--- src/hdl/ljpf_pkg.sv ---
// ----------------------------------------------------------------------------
// ljpf_pkg
// Shared types, codes and helpers of the Lennard-Jones pair force accumulator.
// ----------------------------------------------------------------------------
package ljpf_pkg;

    localparam int MAX_CELL_MOLECULES = 64;

    localparam int IN_DATA_W  = 336;
    localparam int IN_USER_W  = 2;
    localparam int OUT_DATA_W = 152;
    localparam int CFG_DATA_W = 64;
    localparam int CFG_ADDR_W = 6;

    // operations of the shared multiply-divide unit
    localparam logic [2:0] OP_A   = 3'd0;
    localparam logic [2:0] OP_B   = 3'd1;
    localparam logic [2:0] OP_T   = 3'd2;
    localparam logic [2:0] OP_Q   = 3'd3;
    localparam logic [2:0] OP_V   = 3'd4;
    localparam logic [2:0] OP_MAG = 3'd5;

    // register indexes
    localparam logic [2:0] REG_EPS   = 3'd0;
    localparam logic [2:0] REG_SIG6  = 3'd1;
    localparam logic [2:0] REG_CUT2  = 3'd2;
    localparam logic [2:0] REG_EXT_X = 3'd3;
    localparam logic [2:0] REG_EXT_Y = 3'd4;
    localparam logic [2:0] REG_EXT_Z = 3'd5;
    localparam logic [2:0] REG_RED   = 3'd6;

    typedef struct packed {
        logic [31:0]        eps;
        logic [47:0]        sig6;
        logic [31:0]        cut2;
        logic signed [47:0] ext_x;
        logic signed [47:0] ext_y;
        logic signed [47:0] ext_z;
        logic               reduced;
    } t_cfg;

    typedef struct packed {
        logic       capture;
        logic       load;
        logic       diff;
        logic       r2_add;
        logic       chk;
        logic       md_start;
        logic       op_store;
        logic       acc;
        logic       emit;
        logic [2:0] op;
        logic [1:0] comp;
    } t_cmd;

    typedef struct packed {
        logic pair_ok;
        logic md_done;
        logic md_sat;
        logic out_free;
        logic last;
    } t_sts;

    function automatic logic signed [47:0] sat48(input logic signed [56:0] v);
        logic signed [56:0] hi;
        logic signed [56:0] lo;
        hi = 57'sh7FFF_FFFF_FFFF;
        lo = -57'sh8000_0000_0000;
        if (v > hi) begin
            sat48 = 48'sh7FFF_FFFF_FFFF;
        end else if (v < lo) begin
            sat48 = 48'sh8000_0000_0000;
        end else begin
            sat48 = v[47:0];
        end
    endfunction

endpackage

--- src/hdl/ljpf_ctrl.sv ---
// ----------------------------------------------------------------------------
// ljpf_ctrl
// Sequencer: accept, load, difference, r2, cutoff check, the quotient chain
// on the multiply-divide unit, the three component adds and the emit.
// ----------------------------------------------------------------------------
module ljpf_ctrl (
    input  logic           i_clk,
    input  logic           i_rst_n,
    input  logic           i_s_tvalid,
    output logic           o_s_tready,
    input  ljpf_pkg::t_sts i_sts,
    output ljpf_pkg::t_cmd o_cmd
);
    import ljpf_pkg::*;

    localparam logic [3:0] ST_IDLE = 4'd0;
    localparam logic [3:0] ST_LOAD = 4'd1;
    localparam logic [3:0] ST_DIFF = 4'd2;
    localparam logic [3:0] ST_R2   = 4'd3;
    localparam logic [3:0] ST_CHK  = 4'd4;
    localparam logic [3:0] ST_OPST = 4'd5;
    localparam logic [3:0] ST_OPW  = 4'd6;
    localparam logic [3:0] ST_MST  = 4'd7;
    localparam logic [3:0] ST_MW   = 4'd8;
    localparam logic [3:0] ST_ACC  = 4'd9;
    localparam logic [3:0] ST_EMIT = 4'd10;

    logic [3:0] r_state, n_state;
    logic [2:0] r_op, n_op;
    logic [1:0] r_comp, n_comp;

    always_comb begin
        n_state    = r_state;
        n_op       = r_op;
        n_comp     = r_comp;
        o_cmd      = '0;
        o_cmd.op   = r_op;
        o_cmd.comp = r_comp;
        o_s_tready = 1'b0;
        case (r_state)
            ST_IDLE: begin
                o_s_tready = 1'b1;
                if (i_s_tvalid) begin
                    o_cmd.capture = 1'b1;
                    n_state       = ST_LOAD;
                end
            end
            ST_LOAD: begin
                o_cmd.load = 1'b1;
                n_state    = ST_DIFF;
            end
            ST_DIFF: begin
                o_cmd.diff = 1'b1;
                n_comp     = 2'd0;
                n_state    = ST_R2;
            end
            ST_R2: begin
                o_cmd.r2_add = 1'b1;
                if (r_comp == 2'd2) begin
                    n_comp  = 2'd0;
                    n_state = ST_CHK;
                end else begin
                    n_comp = r_comp + 2'd1;
                end
            end
            ST_CHK: begin
                o_cmd.chk = 1'b1;
                n_op      = OP_A;
                n_state   = i_sts.pair_ok ? ST_OPST : ST_EMIT;
            end
            ST_OPST: begin
                o_cmd.md_start = 1'b1;
                n_state        = ST_OPW;
            end
            ST_OPW: begin
                if (i_sts.md_done) begin
                    o_cmd.op_store = 1'b1;
                    n_comp         = 2'd0;
                    if (i_sts.md_sat) begin
                        n_state = ST_ACC;
                    end else if (r_op == OP_V) begin
                        n_op    = OP_MAG;
                        n_state = ST_MST;
                    end else begin
                        n_op    = r_op + 3'd1;
                        n_state = ST_OPST;
                    end
                end
            end
            ST_MST: begin
                o_cmd.md_start = 1'b1;
                n_state        = ST_MW;
            end
            ST_MW: begin
                if (i_sts.md_done) begin
                    o_cmd.acc = 1'b1;
                    if (r_comp == 2'd2) begin
                        n_state = ST_EMIT;
                    end else begin
                        n_comp  = r_comp + 2'd1;
                        n_state = ST_MST;
                    end
                end
            end
            ST_ACC: begin
                o_cmd.acc = 1'b1;
                if (r_comp == 2'd2) begin
                    n_state = ST_EMIT;
                end else begin
                    n_comp = r_comp + 2'd1;
                end
            end
            ST_EMIT: begin
                if (!i_sts.last) begin
                    n_state = ST_IDLE;
                end else if (i_sts.out_free) begin
                    o_cmd.emit = 1'b1;
                    n_state    = ST_IDLE;
                end
            end
            default: n_state = ST_IDLE;
        endcase
    end

    always_ff @(posedge i_clk) begin
        if (!i_rst_n) begin
            r_state <= ST_IDLE;
            r_op    <= OP_A;
            r_comp  <= 2'd0;
        end else begin
            r_state <= n_state;
            r_op    <= n_op;
            r_comp  <= n_comp;
        end
    end

endmodule

--- config.mk ---
export PLATFORM = sky130hd
export DESIGN_NAME = ljpf_ctrl
export DESIGN_NICKNAME = d
export VERILOG_FILES = /design/src/hdl/ljpf_pkg.sv /design/src/hdl/ljpf_ctrl.sv
export SDC_FILE = /design/constraint.sdc
export NUM_CORES = 1
export LEC_CHECK = 0
export BUFFER_PORTS_ARGS = -buffer_cell sky130_fd_sc_hd__buf_4
export CORE_MARGIN = 10
export CORE_UTILIZATION = 40
export CTS_CLUSTER_DIAMETER = 60
export DETAILED_ROUTE_END_ITERATION = 8
export HOLD_SLACK_MARGIN = 0.12
export PLACE_DENSITY = 0.62
export SLEW_MARGIN = 20
export SYNTH_ARGS = -nofsm -noshare
export SYNTH_HDL_FRONTEND = slang
export SYNTH_SLANG_ARGS = --single-unit
--- constraint.sdc ---
create_clock -name i_clk -period 1.9 [get_ports i_clk]
set_clock_uncertainty 0.2 [all_clocks]
set_input_delay 0.095 -clock i_clk [delete_from_list [all_inputs] [get_ports i_clk]]
set_output_delay 0.095 -clock i_clk [all_outputs]
set_load 0.01 [all_outputs]
# Yosys cells after proc, flatten, opt, wreduce, memory -nomap -nowiden
# Index checks and enable logic that the tools add are counted.
dict set report totals {
  ff_bits 9
  out_inout_bits 15
  in_bits 8
  word_cells 66
}
dict set report classes {
  eq_ne 19
  mux 35
  reduce_logical 7
  n_addsub 2
}
# operator count
set ops {}
lappend ops {{case mux 4 bit (11 select lines)} 1}
lappend ops {{2-to-1 mux 4 bit} 10}
lappend ops {{== test 4 x 3 -> 1 bit (second input constant)} 4}
lappend ops {{2-to-1 mux 1 bit} 13}
lappend ops {{== test 4 bit (second input constant)} 3}
lappend ops {{!= test 2 bit (second input constant)} 6}
lappend ops {{2-to-1 mux 2 bit} 5}
lappend ops {{case mux 2 bit (5 select lines)} 1}
lappend ops {{2-to-1 mux 3 bit} 3}
lappend ops {{== test 4 x 2 -> 1 bit (second input constant)} 2}
lappend ops {{case mux 3 bit (2 select lines)} 1}
lappend ops {{AND reduction 3 bit} 2}
lappend ops {{AND reduction 6 bit} 1}
lappend ops {{nonzero test 5 bit} 1}
lappend ops {{== test 4 x 1 -> 1 bit (second input constant)} 1}
lappend ops {{logical NOT 4 bit} 1}
lappend ops {{adder 3 x 1 -> 3 bit (second input constant)} 1}
lappend ops {{== test 3 bit (second input constant)} 1}
lappend ops {{!= test 3 bit (second input constant)} 1}
lappend ops {{adder 2 x 1 -> 2 bit (second input constant)} 1}
lappend ops {{== test 2 bit (second input constant)} 1}
lappend ops {{case mux 1 bit (2 select lines)} 1}
lappend ops {{nonzero test 2 bit} 1}
lappend ops {{OR reduction 2 bit} 1}

# Longest topological paths before layout
# Gate-level depths: netlist (run 1).
dict set report logic_depth {
  word_depth 5
  depth_mapped 6
  ltp_nobuf 6
}

# Worst setup path before layout (run 1)
# Ideal clock, no wire load.
dict set report synth_timing {
  path_kind {register to register}
  from {reg r_comp[0]}
  to {reg r_comp[1]}
  required_time_ns 1.634
  path_slack_ns -0.258
  period_less_slack_ns 2.158
  path_stages_with_launch 7
  setup_time_ns 0.066
  n_path_buf 0
  arrival_ns 1.892
  path_cell_list {dfxtp_1 > inv_1 > ha_1 > or3b_1 > or3_4 > a221o_1 > a21boi_2}
}
dict set report synth_via {
  elab_chain_len 4
  word_cells_on_any_way 6
  classes_between {add/sub: 1; eq/ne: 1; mux: 4}
}
# item line
set synth_rtl {}
lappend synth_rtl {{start: declaration} ljpf_ctrl.sv:30} ;# logic [1:0] r_comp, n_comp;
lappend synth_rtl {{start signal: assignment} ljpf_ctrl.sv:133} ;# r_comp <= n_comp;
lappend synth_rtl {{adder 2 x 1 -> 2 bit or == test 2 bit (tied branches)} -}
lappend synth_rtl {{2-to-1 mux 2 bit} {ljpf_ctrl.sv:97, ljpf_ctrl.sv:107}}
lappend synth_rtl {{2-to-1 mux 2 bit} ljpf_ctrl.sv:95} ;# if (i_sts.md_done) begin
lappend synth_rtl {{case mux 2 bit (5 select lines) (*)} ljpf_ctrl.sv:40} ;# case (r_state)
# Mark *: on every way between the ends. The rest lies on a longest branch, timed or not. The select of a mux whose other input is x is not followed.
# A chain may end at the register's enable or synchronous reset.

# Worst setup path after layout (run 1)
# Ends and elaborated chain as after synthesis.

==> key figures, run 1 <==
Synth
  – Sequential share of the synthesized area: 20.1%
  – Synth Warn #: 0
  – Async S/R FF share, synth: 0%
  – #FFs+latches synth: 9
  – Mapped Area: 895 sq um
  – Avg Synthesized Cell Area: between 7 and 8 sq um
  – Post-synth cell types: 46
  – Synth Instances: 119
  – Count of flip-flops with a built-in enable after synthesis: 0
  – Post-Syn Nets: 132
  – Post-synth top flop: dfxtp_1

Drt
  – 1st-pass router iterations: 4
  – Mean routed wirelength per cell: between 10 and 15 um
  – Met1 wire length: 1.18 mm
  – Initial DRC Count: 51
  – Routed vias/inst: 5.39
  – Max layer used: met4
  – DRC: 0
  – Post-route ant nets: 0
  – Final WL: 2.68 mm
  – Met2 WL post-DR: 1.31 mm
  – Met3 WL: ~160 um
  – Vias: 1002

Pwr
  – Peak VDD IR: slightly below 0.0006 V
  – Pwr dens: between 1000 and 1500 nW/um^2
  – Leakage power: 0.540 nW

Die
  – DIE AREA: 4530 sq um
  – Core Rows: 17
  – Die Wd: 67.3 um
  – Die Y: 67.3 um
  – Boundary Pins: 23
  – Initial Util: ~41%
  – Core area: 2170 sq um

Timing
  – RSZ-0062 raised after global routing: true
  – Tmin final: between 1500 and 2000 ps
  – Final Hold Vio Count: 0
  – Final setup margin: -79.3 ps
  – Pins Over Slew Limit: 0
  – Worst Tran Pin Value: 491 ps
  – Endpoints failing setup: 2
  – Setup_tns: -122 ps
  – Slew Limit Headroom: 66.9%
  – Peak Freq: 0.505 GHz
  – Final period util: 104%

Clock tree
  – Clk_lat worst skew: roughly 270 ps
  – CTS Sinks: 9
  – Clock Pin Slew Worst Setup and Hold Paths: 70 ps
  – Clock root buffer: clkbuf_4
  – CTS tree: built
  – Num CTS Buffers: 3
  – H-tree depth: 1
  – Clock tree buffer depth: 2

Cells and area
  – # nets final: about 170
  – Register area: 189 sq um
  – Area of the multi-input gates: roughly 690 sq um
  – Design area: 1330 sq um
  – Area delta synth->final: 49.1%
  – Most frequent cells in the layout: buf_4, nor2_1, nand2b_1, nand2_1, dfxtp_1
  – Fillers: 215
  – Commonest non-fill, non-tap cell in the layout: buf_4
  – Share of layout cells above drive strength 1: 39.2%
  – Diode count: 0

Global route
  – Largest net degree at the start of global routing: 27
  – Vias in the first global route: between 900 and 1000
  – Total GRT Usage: 12.0%
  – Initial antenna violation count: 0
  – First-pass GRT wire length: 4.35 mm
  – Global route overflow: 0

Outcome
  – Status: finished, violations left
  – Failing checks: setup timing

Setup path
  – Worst-path fanout max: 3
  – WP data required: 1910 ps
  – Worst Setup Start Kind: register
  – CP endpoint kind: register
  – R2R Setup Slk: -80 ps
  – Crit path DAT: 1990 ps
  – Reg2Reg Depth: 6
  – WS Path Type: register to register

Place
  – IO buf count: 22
  – RePlAce Congestion: 0.862
  – Placement Cell Area: 1210 sq um
  – Placed wire-length estimate after detailed placement: 1.97 mm

Min path
  – Class of the worst hold path: input pin to register
  – WHS Path Cells: 5

Job
  – MaxCap Viol Count: 0
[synthesized netlist by cell type (2+ instances only)]
master    number  area share, %
nor2_1        11            4.6
dfxtp_1        9             20
inv_1          6            2.5
nand2_1        6            2.5
nand2b_1       6            4.2
ha_1           5            7.0
nand3_1        5            2.8
nor2b_1        5            3.5
o21ai_0        5            2.8
clkbuf_1       4            1.7
nor3_1         4            2.2
a211oi_1       3            2.5
and2_1         3            2.1
buf_2          3            1.7
mux2i_1        3            3.4
nand3b_1       3            2.5
or3b_2         3            2.9
a21boi_1       2            1.7
a21oi_1        2            1.1
nor3b_1        2            1.7
nor4_1         2            1.4
o211ai_1       2            1.7
o22ai_1        2            1.4
[through the flow]
stage	power, mW	hold WS [ps]	instances	utilization, %	setup slack (ps)
floorplan	0.798	75.5	119	-	-84.2
global placement	1.10	201	175	55.6	-39.8
detailed placement	1.12	204	175	55.6	-62.5
CTS	1.29	131	184	59.2	-79.6
global route	1.45	204	186	61.5	-145
finish	1.34	135	186	61.5	-79.3
[timing repair]
item / in CTS / in global routing
endpoints found under the setup margin: 4 / 6
pin swaps: 2 / 2
gates resized for setup: 3 / 8
buffers inserted: 2 / 2
hold buffers: 4 / 0
hold endpoints to repair: 9 / 0
[worst max-delay path: stages, from the launching register on]
cell and delay, ps:
dfxtp_4 360, inv_4 40, ha_4 140, or3b_4 370
or3_4 350, a221o_1 340, a21boi_2 130
[logic make-up after synthesis]
family	share of synthesized area, %
adder cells (fa/ha/maj)	6.99
buffers and inverters	7.55
flip-flops	20.1
XOR/XNOR	0.979
multiplexers	3.36
AO/OA/AOI/OAI	23.2
AND/OR/NAND/NOR	37.8
[final cells by class]
class | instances | area share, %
inverters | 6 | 1.88
flip-flops and latches | 9 | 14.2
repair buffers | 44 | 27.4
multi-input cells | 95 | 52.0
well taps | 28 | 2.63
clock buffers | 4 | 1.97
[state kept, by name (all words and copies together) (netlist names)]
signal,flops
r_state,4
r_op,3
r_comp,2
[path summary, 6_finish.rpt]
check	start	end
max	r_comp[0]	r_comp[1]
max reg2reg	r_comp[0]	r_comp[1]
min	i_sts[4]	r_state[3]
min reg2reg	r_op[0]	r_op[0]
[power breakdown]
part | leakage, nW | internal, mW | switching (mW)
registers | 0.0751 | 0.222 | 0.0441
clock network | 0.0150 | 0.0812 | 0.0776
logic | 0.450 | 0.463 | 0.448
[routing by layer]
metal | vias up | global-route usage [%]
met1 | 470 | 14.3
met5 | - | 0
met2 | 23 | 19.7
met3 | 4 | 3.47
met4 | 0 | 4.87
li1 | 505 | -
Power figures use the tool's default switching activity.
==> inputs of run 2 (changes only) <==
CTS_BUF_LIST = sky130_fd_sc_hd__clkbuf_8 sky130_fd_sc_hd__clkbuf_16   (was default)
==> run 2 against run 1 <==
Net effect: the run still ends with setup timing left; flip-flop and latch count did not move; count of clock-buffer cells in the layout fell by 1; hold slack improved by 9.0 ps; die area did not move; critical path type unchanged; largest cell class unchanged; highest routed layer unchanged.
==> key figures, run 2 (same netlist as run 1, synthesis figures left out) <==
Cells and area
  – Diode count: 0 (unchanged)
  – Fillers: 206 (was 215)
  – Max FFs per register: 4 (unchanged)
  – Area of the multi-input gates: 669 sq um (was 693 sq um)
  – Register area: 191 sq um (was 189 sq um)
  – Largest registers: r_state: 4 flops, r_op: 3 flops, r_comp: 2 flops (unchanged)
  – Area delta synth->final: 52.6% (was 49.1%)
  – Post-route insts no fill: 188 (was 186)
  – Share of layout cells above drive strength 1: 38.8% (was 39.2%)
  – Commonest non-fill, non-tap cell in the layout: buf_4 (unchanged)
  – Reg with most FFs: r_state (unchanged)
  – Most frequent cells in the layout: buf_4, nor2_1 (was buf_4, nor2_1, nand2b_1, nand2_1, dfxtp_1)
  – # nets final: 174 (was 172)

Timing
  – RSZ-0062 raised after global routing: true (unchanged)
  – Endpoints failing setup: 3 (was 2)
  – Slew Limit Headroom: 66.4% (was 66.9%)
  – Setup_tns: -121 ps (was -122 ps)
  – Final Hold Vio Count: 0 (unchanged)
  – Final period util: 104% (about the same)
  – Final setup margin: -66.7 ps (was -79.3 ps)
  – Tmin final: 1970 ps (was 1980 ps)
  – Peak Freq: 0.508 GHz (was 0.505 GHz)
  – Hold WS: 144 ps (was 135 ps)
  – Worst Tran Pin Value: 499 ps (was 491 ps)
  – Pins Over Slew Limit: 0 (unchanged)

Setup path
  – WS Path Type: register to register (unchanged)
  – WP depth: 6 (unchanged)
  – Worst-path fanout max: 3 (unchanged)
  – R2R Setup Slk: -70 ps (was -80 ps)
  – Worst path cell trace: inv_4 > ha_4 > or3b_4 > or3_4 > a221o_1 > a21boi_2 (unchanged)
  – Reg2Reg Depth: 6 (unchanged)
  – Buf+Inv Stages, Crit Path: 1 (unchanged)
  – WP data required: 1880 ps (was 1910 ps)
  – CP max stage cell: or3b_4 (unchanged)
  – Worst Setup Start Kind: register (unchanged)
  – Dominant delay contributor by cell family on the critical path: simple AND/OR/NAND/NOR gates (unchanged)
  – Max incr delay on CP: 360 ps (was 370 ps)
  – Crit path DAT: 1940 ps (was 1990 ps)
  – CP endpoint kind: register (unchanged)

Clock tree
  – Clock Pin Slew Worst Setup and Hold Paths: 50 ps (was 70 ps)
  – CTS tree: built (unchanged)
  – Clock root buffer: clkbuf_8 (was clkbuf_4)
  – Num CTS Buffers: 3 (unchanged)
  – H-tree depth: 1 (unchanged)
  – CTS Sinks: 9 (unchanged)
  – Clk_lat worst skew: 240 ps (was 270 ps)
  – Clock tree buffer depth: 2 (unchanged)

Pwr
  – Pwr dens: 1030 nW/um^2 (was 1000 nW/um^2)
  – Peak VDD IR: 0.000693 V (was 0.000593 V)
  – Leakage power: 0.563 nW (was 0.540 nW)
  – Power, Total: 1.40 mW (was 1.34 mW)

Drt
  – Routed vias/inst: 5.47 (was 5.39)
  – Initial DRC Count: 35 (was 51)
  – Vias: 1028 (was 1002)
  – Mean routed wirelength per cell: 14.5 um (was 14.4 um)
  – 1st-pass router iterations: 4 (unchanged)
  – DRC: 0 (unchanged)
  – Final WL: 2.73 mm (was 2.68 mm)
  – Post-route ant nets: 0 (unchanged)

Place
  – DP Worst Slack: -62.5 ps (unchanged)
  – Placed wire-length estimate after detailed placement: 1.97 mm (unchanged)
  – Placed Cells: 175 (unchanged)
  – IO buf count: 22 (unchanged)
  – RePlAce Congestion: 0.862 (unchanged)

Die
  – DIE AREA: 4530 sq um (unchanged)
  – Die Wd: 67.3 um (unchanged)
  – Core Rows: 17 (unchanged)
  – Initial Util: 41.2% (unchanged)
  – Core area: 2170 sq um (unchanged)
  – Boundary Pins: 23 (unchanged)
  – Die Y: 67.3 um (unchanged)

Min path
  – WHS Path Cells: 4 (was 5)
  – Class of the worst hold path: input pin to register (unchanged)

Outcome
  – Failing checks: setup timing (unchanged)
  – Status: finished, violations left (unchanged)

Global route
  – Global route overflow: 0 (unchanged)
  – Vias in the first global route: 962 (was 982)
  – First-pass GRT wire length: 4.33 mm (was 4.35 mm)
  – Initial antenna violation count: 0 (unchanged)
  – Total GRT Usage: 11.9% (was 12.0%)
  – Largest net degree at the start of global routing: 27 (unchanged)

Job
  – MaxCap Viol Count: 0 (unchanged)
[run 2: changes by cell type in the layout (fill, tap and decap cells not counted), sizes merged]
| cell | before | now |
|---|---|---|
| buf | 40 | 42 |
| dlygate4sd3 | 4 | 3 |
| inv | 6 | 7 |
[run 2: area by class of cell]
cell class | count | share of cell area (%)
multi-input cells | 95 | 49.0
repair buffers | 46 | 29.2
flip-flops and latches | 9 | 14.0
clock buffers | 3 | 3.02
well taps | 28 | 2.57
inverters | 6 | 1.83
clock inverters | 1 | 0.275
[run 2: final timing paths]
check / start / end
max reg2reg: r_comp[0] / r_comp[1]
min: i_sts[1] / r_state[3]
min reg2reg: r_op[0] / r_op[0]
max: r_comp[0] / r_comp[1]
[run 2: report_power, final]
group | total (mW) | internal [mW] | switching, mW | leakage (nW)
combinational | 0.905 | 0.462 | 0.443 | 0.461
clock | 0.230 | 0.142 | 0.0880 | 0.0269
sequential | 0.268 | 0.222 | 0.0451 | 0.0754
total | 1.40 | 0.826 | 0.577 | 0.563
[run 2: layer usage]
layer	wire length [um]	GRT usage, %	vias up
met3	190	3.97	2
met2	1370	19.7	25
met4	22	3.33	0
met1	1150	14.2	488
li1	-	-	513
met5	0	0	-
[run 2: worst reg2reg max path, cell delays in order, from the launching register on]
cell and delay (ps):
dfxtp_4 350, inv_4 40, ha_4 140, or3b_4 360, or3_4 350, a221o_1 340
a21boi_2 130
[run 2: through the flow]
stage / cell area (sq um) / util, %
floorplan: 913 / -
global placement: 1210 / 55.6
detailed placement: 1210 / 55.6
CTS: 1290 / 59.5
global route: 1370 / 62.9
finish: 1370 / 62.9
[run 2: what timing repair did]
action / in CTS / in global routing
endpoints found under the setup margin: 3 / 5
buffers inserted: 1 / 4
gates cloned: 0 / 1
pin swaps: 2 / 2
gates resized for setup: 2 / 7
endpoints found under the hold margin: 9 / 0
hold buffers: 3 / 0
==> inputs of run 3 (changes only) <==
MAX_ROUTING_LAYER = met4   (was default)
==> run 3 against run 2 <==
Net effect: the run still ends with setup timing left; utilization is the same; non-clock buffer count did not move; critical path depth unchanged; register-to-register slack about the same; flip-flop and latch count unchanged; global-route usage rose by 0.39 points; power down 0.27%; setup slack improved by 1.1 ps; cell count unchanged; sequential power hardly changed; via count increased by 0.39%; hold slack worse by 0.68 ps; critical endpoint unchanged; highest routed layer unchanged.
==> key figures, run 3 (same netlist as run 1, synthesis figures left out) <==
Setup path
  – Crit path DAT: 1940 ps (about the same)
  – WS Path Type: register to register (unchanged)
  – RR Startpoint: r_comp[0] (unchanged)
  – Worst Setup Start Kind: register (unchanged)
  – WP data required: 1880 ps (about the same)
  – CP endpoint kind: register (unchanged)
  – Crit path from: r_comp[0] (unchanged)
  – Worst-path fanout max: 3 (unchanged)

Cells and area
  – Most frequent cells in the layout: buf_4, nor2_1 (unchanged)
  – Util after Layout: 62.9% (unchanged)
  – Max FFs per register: 4 (unchanged)
  – Reg with most FFs: r_state (unchanged)
  – Diode count: 0 (unchanged)
  – Share of layout cells above drive strength 1: 38.8% (unchanged)
  – Post-route insts no fill: 188 (unchanged)
  – Fillers: 205 (was 206)
  – Design area: 1370 sq um (unchanged)
  – Commonest non-fill, non-tap cell in the layout: buf_4 (unchanged)
  – Area delta synth->final: 52.6% (unchanged)
  – # nets final: 174 (unchanged)
  – Largest registers: r_state: 4 flops, r_op: 3 flops, r_comp: 2 flops (unchanged)

Min path
  – Hold Crit Start: i_sts[1] (unchanged)
  – Class of the worst hold path: input pin to register (unchanged)

Die
  – Boundary Pins: 23 (unchanged)
  – DIE AREA: 4530 sq um (unchanged)
  – Initial Util: 41.2% (unchanged)
  – Die Y: 67.3 um (unchanged)
  – Core area: 2170 sq um (unchanged)
  – Core Rows: 17 (unchanged)
  – Die Wd: 67.3 um (unchanged)

Drt
  – Final WL: 2.71 mm (was 2.73 mm)
  – Post-route ant nets: 0 (unchanged)
  – DRC: 0 (unchanged)
  – Vias: 1032 (was 1028)
  – Routed vias/inst: 5.49 (was 5.47)
  – Mean routed wirelength per cell: 14.4 um (was 14.5 um)
  – Initial DRC Count: 52 (was 35)
  – 1st-pass router iterations: 4 (unchanged)

Place
  – IO buf count: 22 (unchanged)
  – Placement Cell Area: 1210 sq um (unchanged)
  – Placed wire-length estimate after detailed placement: 1.97 mm (unchanged)
  – Placed Cells: 175 (unchanged)
  – RePlAce Congestion: 0.876 (was 0.862)

Pwr
  – Peak VDD IR: 0.000690 V (was 0.000693 V)
  – Clk pwr share: 16.4% (about the same)
  – Switching share of power: 40.9% (was 41.1%)
  – Logic pwr share: 64.5% (about the same)
  – Internal power: 826 uW (about the same)
  – Sw Pwr: 573 uW (was 577 uW)
  – Leakage power: 0.563 nW (unchanged)
  – Share of power burned in registers: 19.2% (was 19.1%)
  – Pwr dens: 1020 nW/um^2 (was 1030 nW/um^2)

Timing
  – Setup_tns: -131 ps (was -121 ps)
  – Tmin final: 1970 ps (about the same)
  – Slew Limit Headroom: 66.5% (was 66.4%)
  – Worst Tran Pin Value: 497 ps (was 499 ps)
  – Hold WS: 143 ps (was 144 ps)
  – Endpoints failing setup: 3 (unchanged)
  – Pins Over Slew Limit: 0 (unchanged)
  – RSZ-0062 raised after global routing: true (unchanged)
  – Final setup margin: -65.6 ps (was -66.7 ps)
  – Final Hold Vio Count: 0 (unchanged)
  – Peak Freq: 0.509 GHz (was 0.508 GHz)
  – Final period util: 103% (was 104%)

Clock tree
  – Num CTS Buffers: 3 (unchanged)
  – Clock root buffer: clkbuf_8 (unchanged)
  – CTS Sinks: 9 (unchanged)
  – Clock Pin Slew Worst Setup and Hold Paths: 50 ps (about the same)
  – Clk_lat worst skew: 240 ps (about the same)
  – CTS tree: built (unchanged)
  – Clock tree buffer depth: 2 (unchanged)
  – H-tree depth: 1 (unchanged)

Global route
  – Vias in the first global route: 959 (was 962)
  – Initial antenna violation count: 0 (unchanged)
  – Global route overflow: 0 (unchanged)
  – First-pass GRT wire length: 4.32 mm (was 4.33 mm)
  – Total GRT Usage: 12.2% (was 11.9%)
  – Largest net degree at the start of global routing: 27 (unchanged)

Outcome
  – Failing checks: setup timing (unchanged)
  – Status: finished, violations left (unchanged)

Job
  – MaxCap Viol Count: 0 (unchanged)
[run 3: cell counts in the layout (fill, tap and decap cells not counted)]
No cell type changed its count.
[run 3: worst max-delay path, cell delays in order, from the launching register on]
cell and delay [ps]:
dfxtp_4 350, inv_4 40, ha_4 140, or3b_4 360
or3_4 350, a221o_1 340, a21boi_2 130
[run 3: power groups by stage]
stage                     sequential (mW)  clock, mW  combinational [mW]
after floorplan                     0.247          0               0.551
after global placement              0.269          0               0.834
after detailed placement            0.267          0               0.848
after CTS                           0.266      0.231               0.858
after global routing                0.276      0.241               0.990
final                               0.268      0.229               0.902
[run 3: worst paths after layout]
check          endpoint  slack (ps)  cells after the start
max reg2reg   r_comp[1]         -70                      6
max           r_comp[1]         -70                      6
min          r_state[3]         140                      4
min reg2reg     r_op[0]         340                      2
[run 3: what timing repair did]
item,in CTS,in global routing
resized for setup,2,7
buffers inserted,1,4
gates cloned,0,1
hold buffers,3,0
hold endpoints to repair,9,0
setup endpoints to repair,3,5
pin swaps,2,2
[run 3: layer usage]
| layer | global-route usage (%) | wire, um | vias to the layer above |
|---|---|---|---|
| met4 | 3.33 | 22 | 0 |
| li1 | - | - | 512 |
| met3 | 3.47 | 160 | 2 |
| met2 | 19.4 | 1350 | 23 |
| met5 | - | 0 | - |
| met1 | 14.8 | 1170 | 495 |
[run 3: layout make-up]
type                    instances  area, sq um  share of cell area, %
clock buffers                   3         41.3                   3.02
flip-flops and latches          9          191                   14.0
multi-input cells              95          669                   49.0
inverters                       6         25.0                   1.83
well taps                      28         35.0                   2.57
clock inverters                 1         3.75                  0.275
repair buffers                 46          399                   29.2
[run 3: per-stage QoR]
stage,power [mW],setup slack (ps)
finish,1.40,-65.6
global placement,1.10,-39.8
detailed placement,1.12,-62.5
floorplan,0.798,-84.2
global route,1.51,-133
CTS,1.36,-75.1
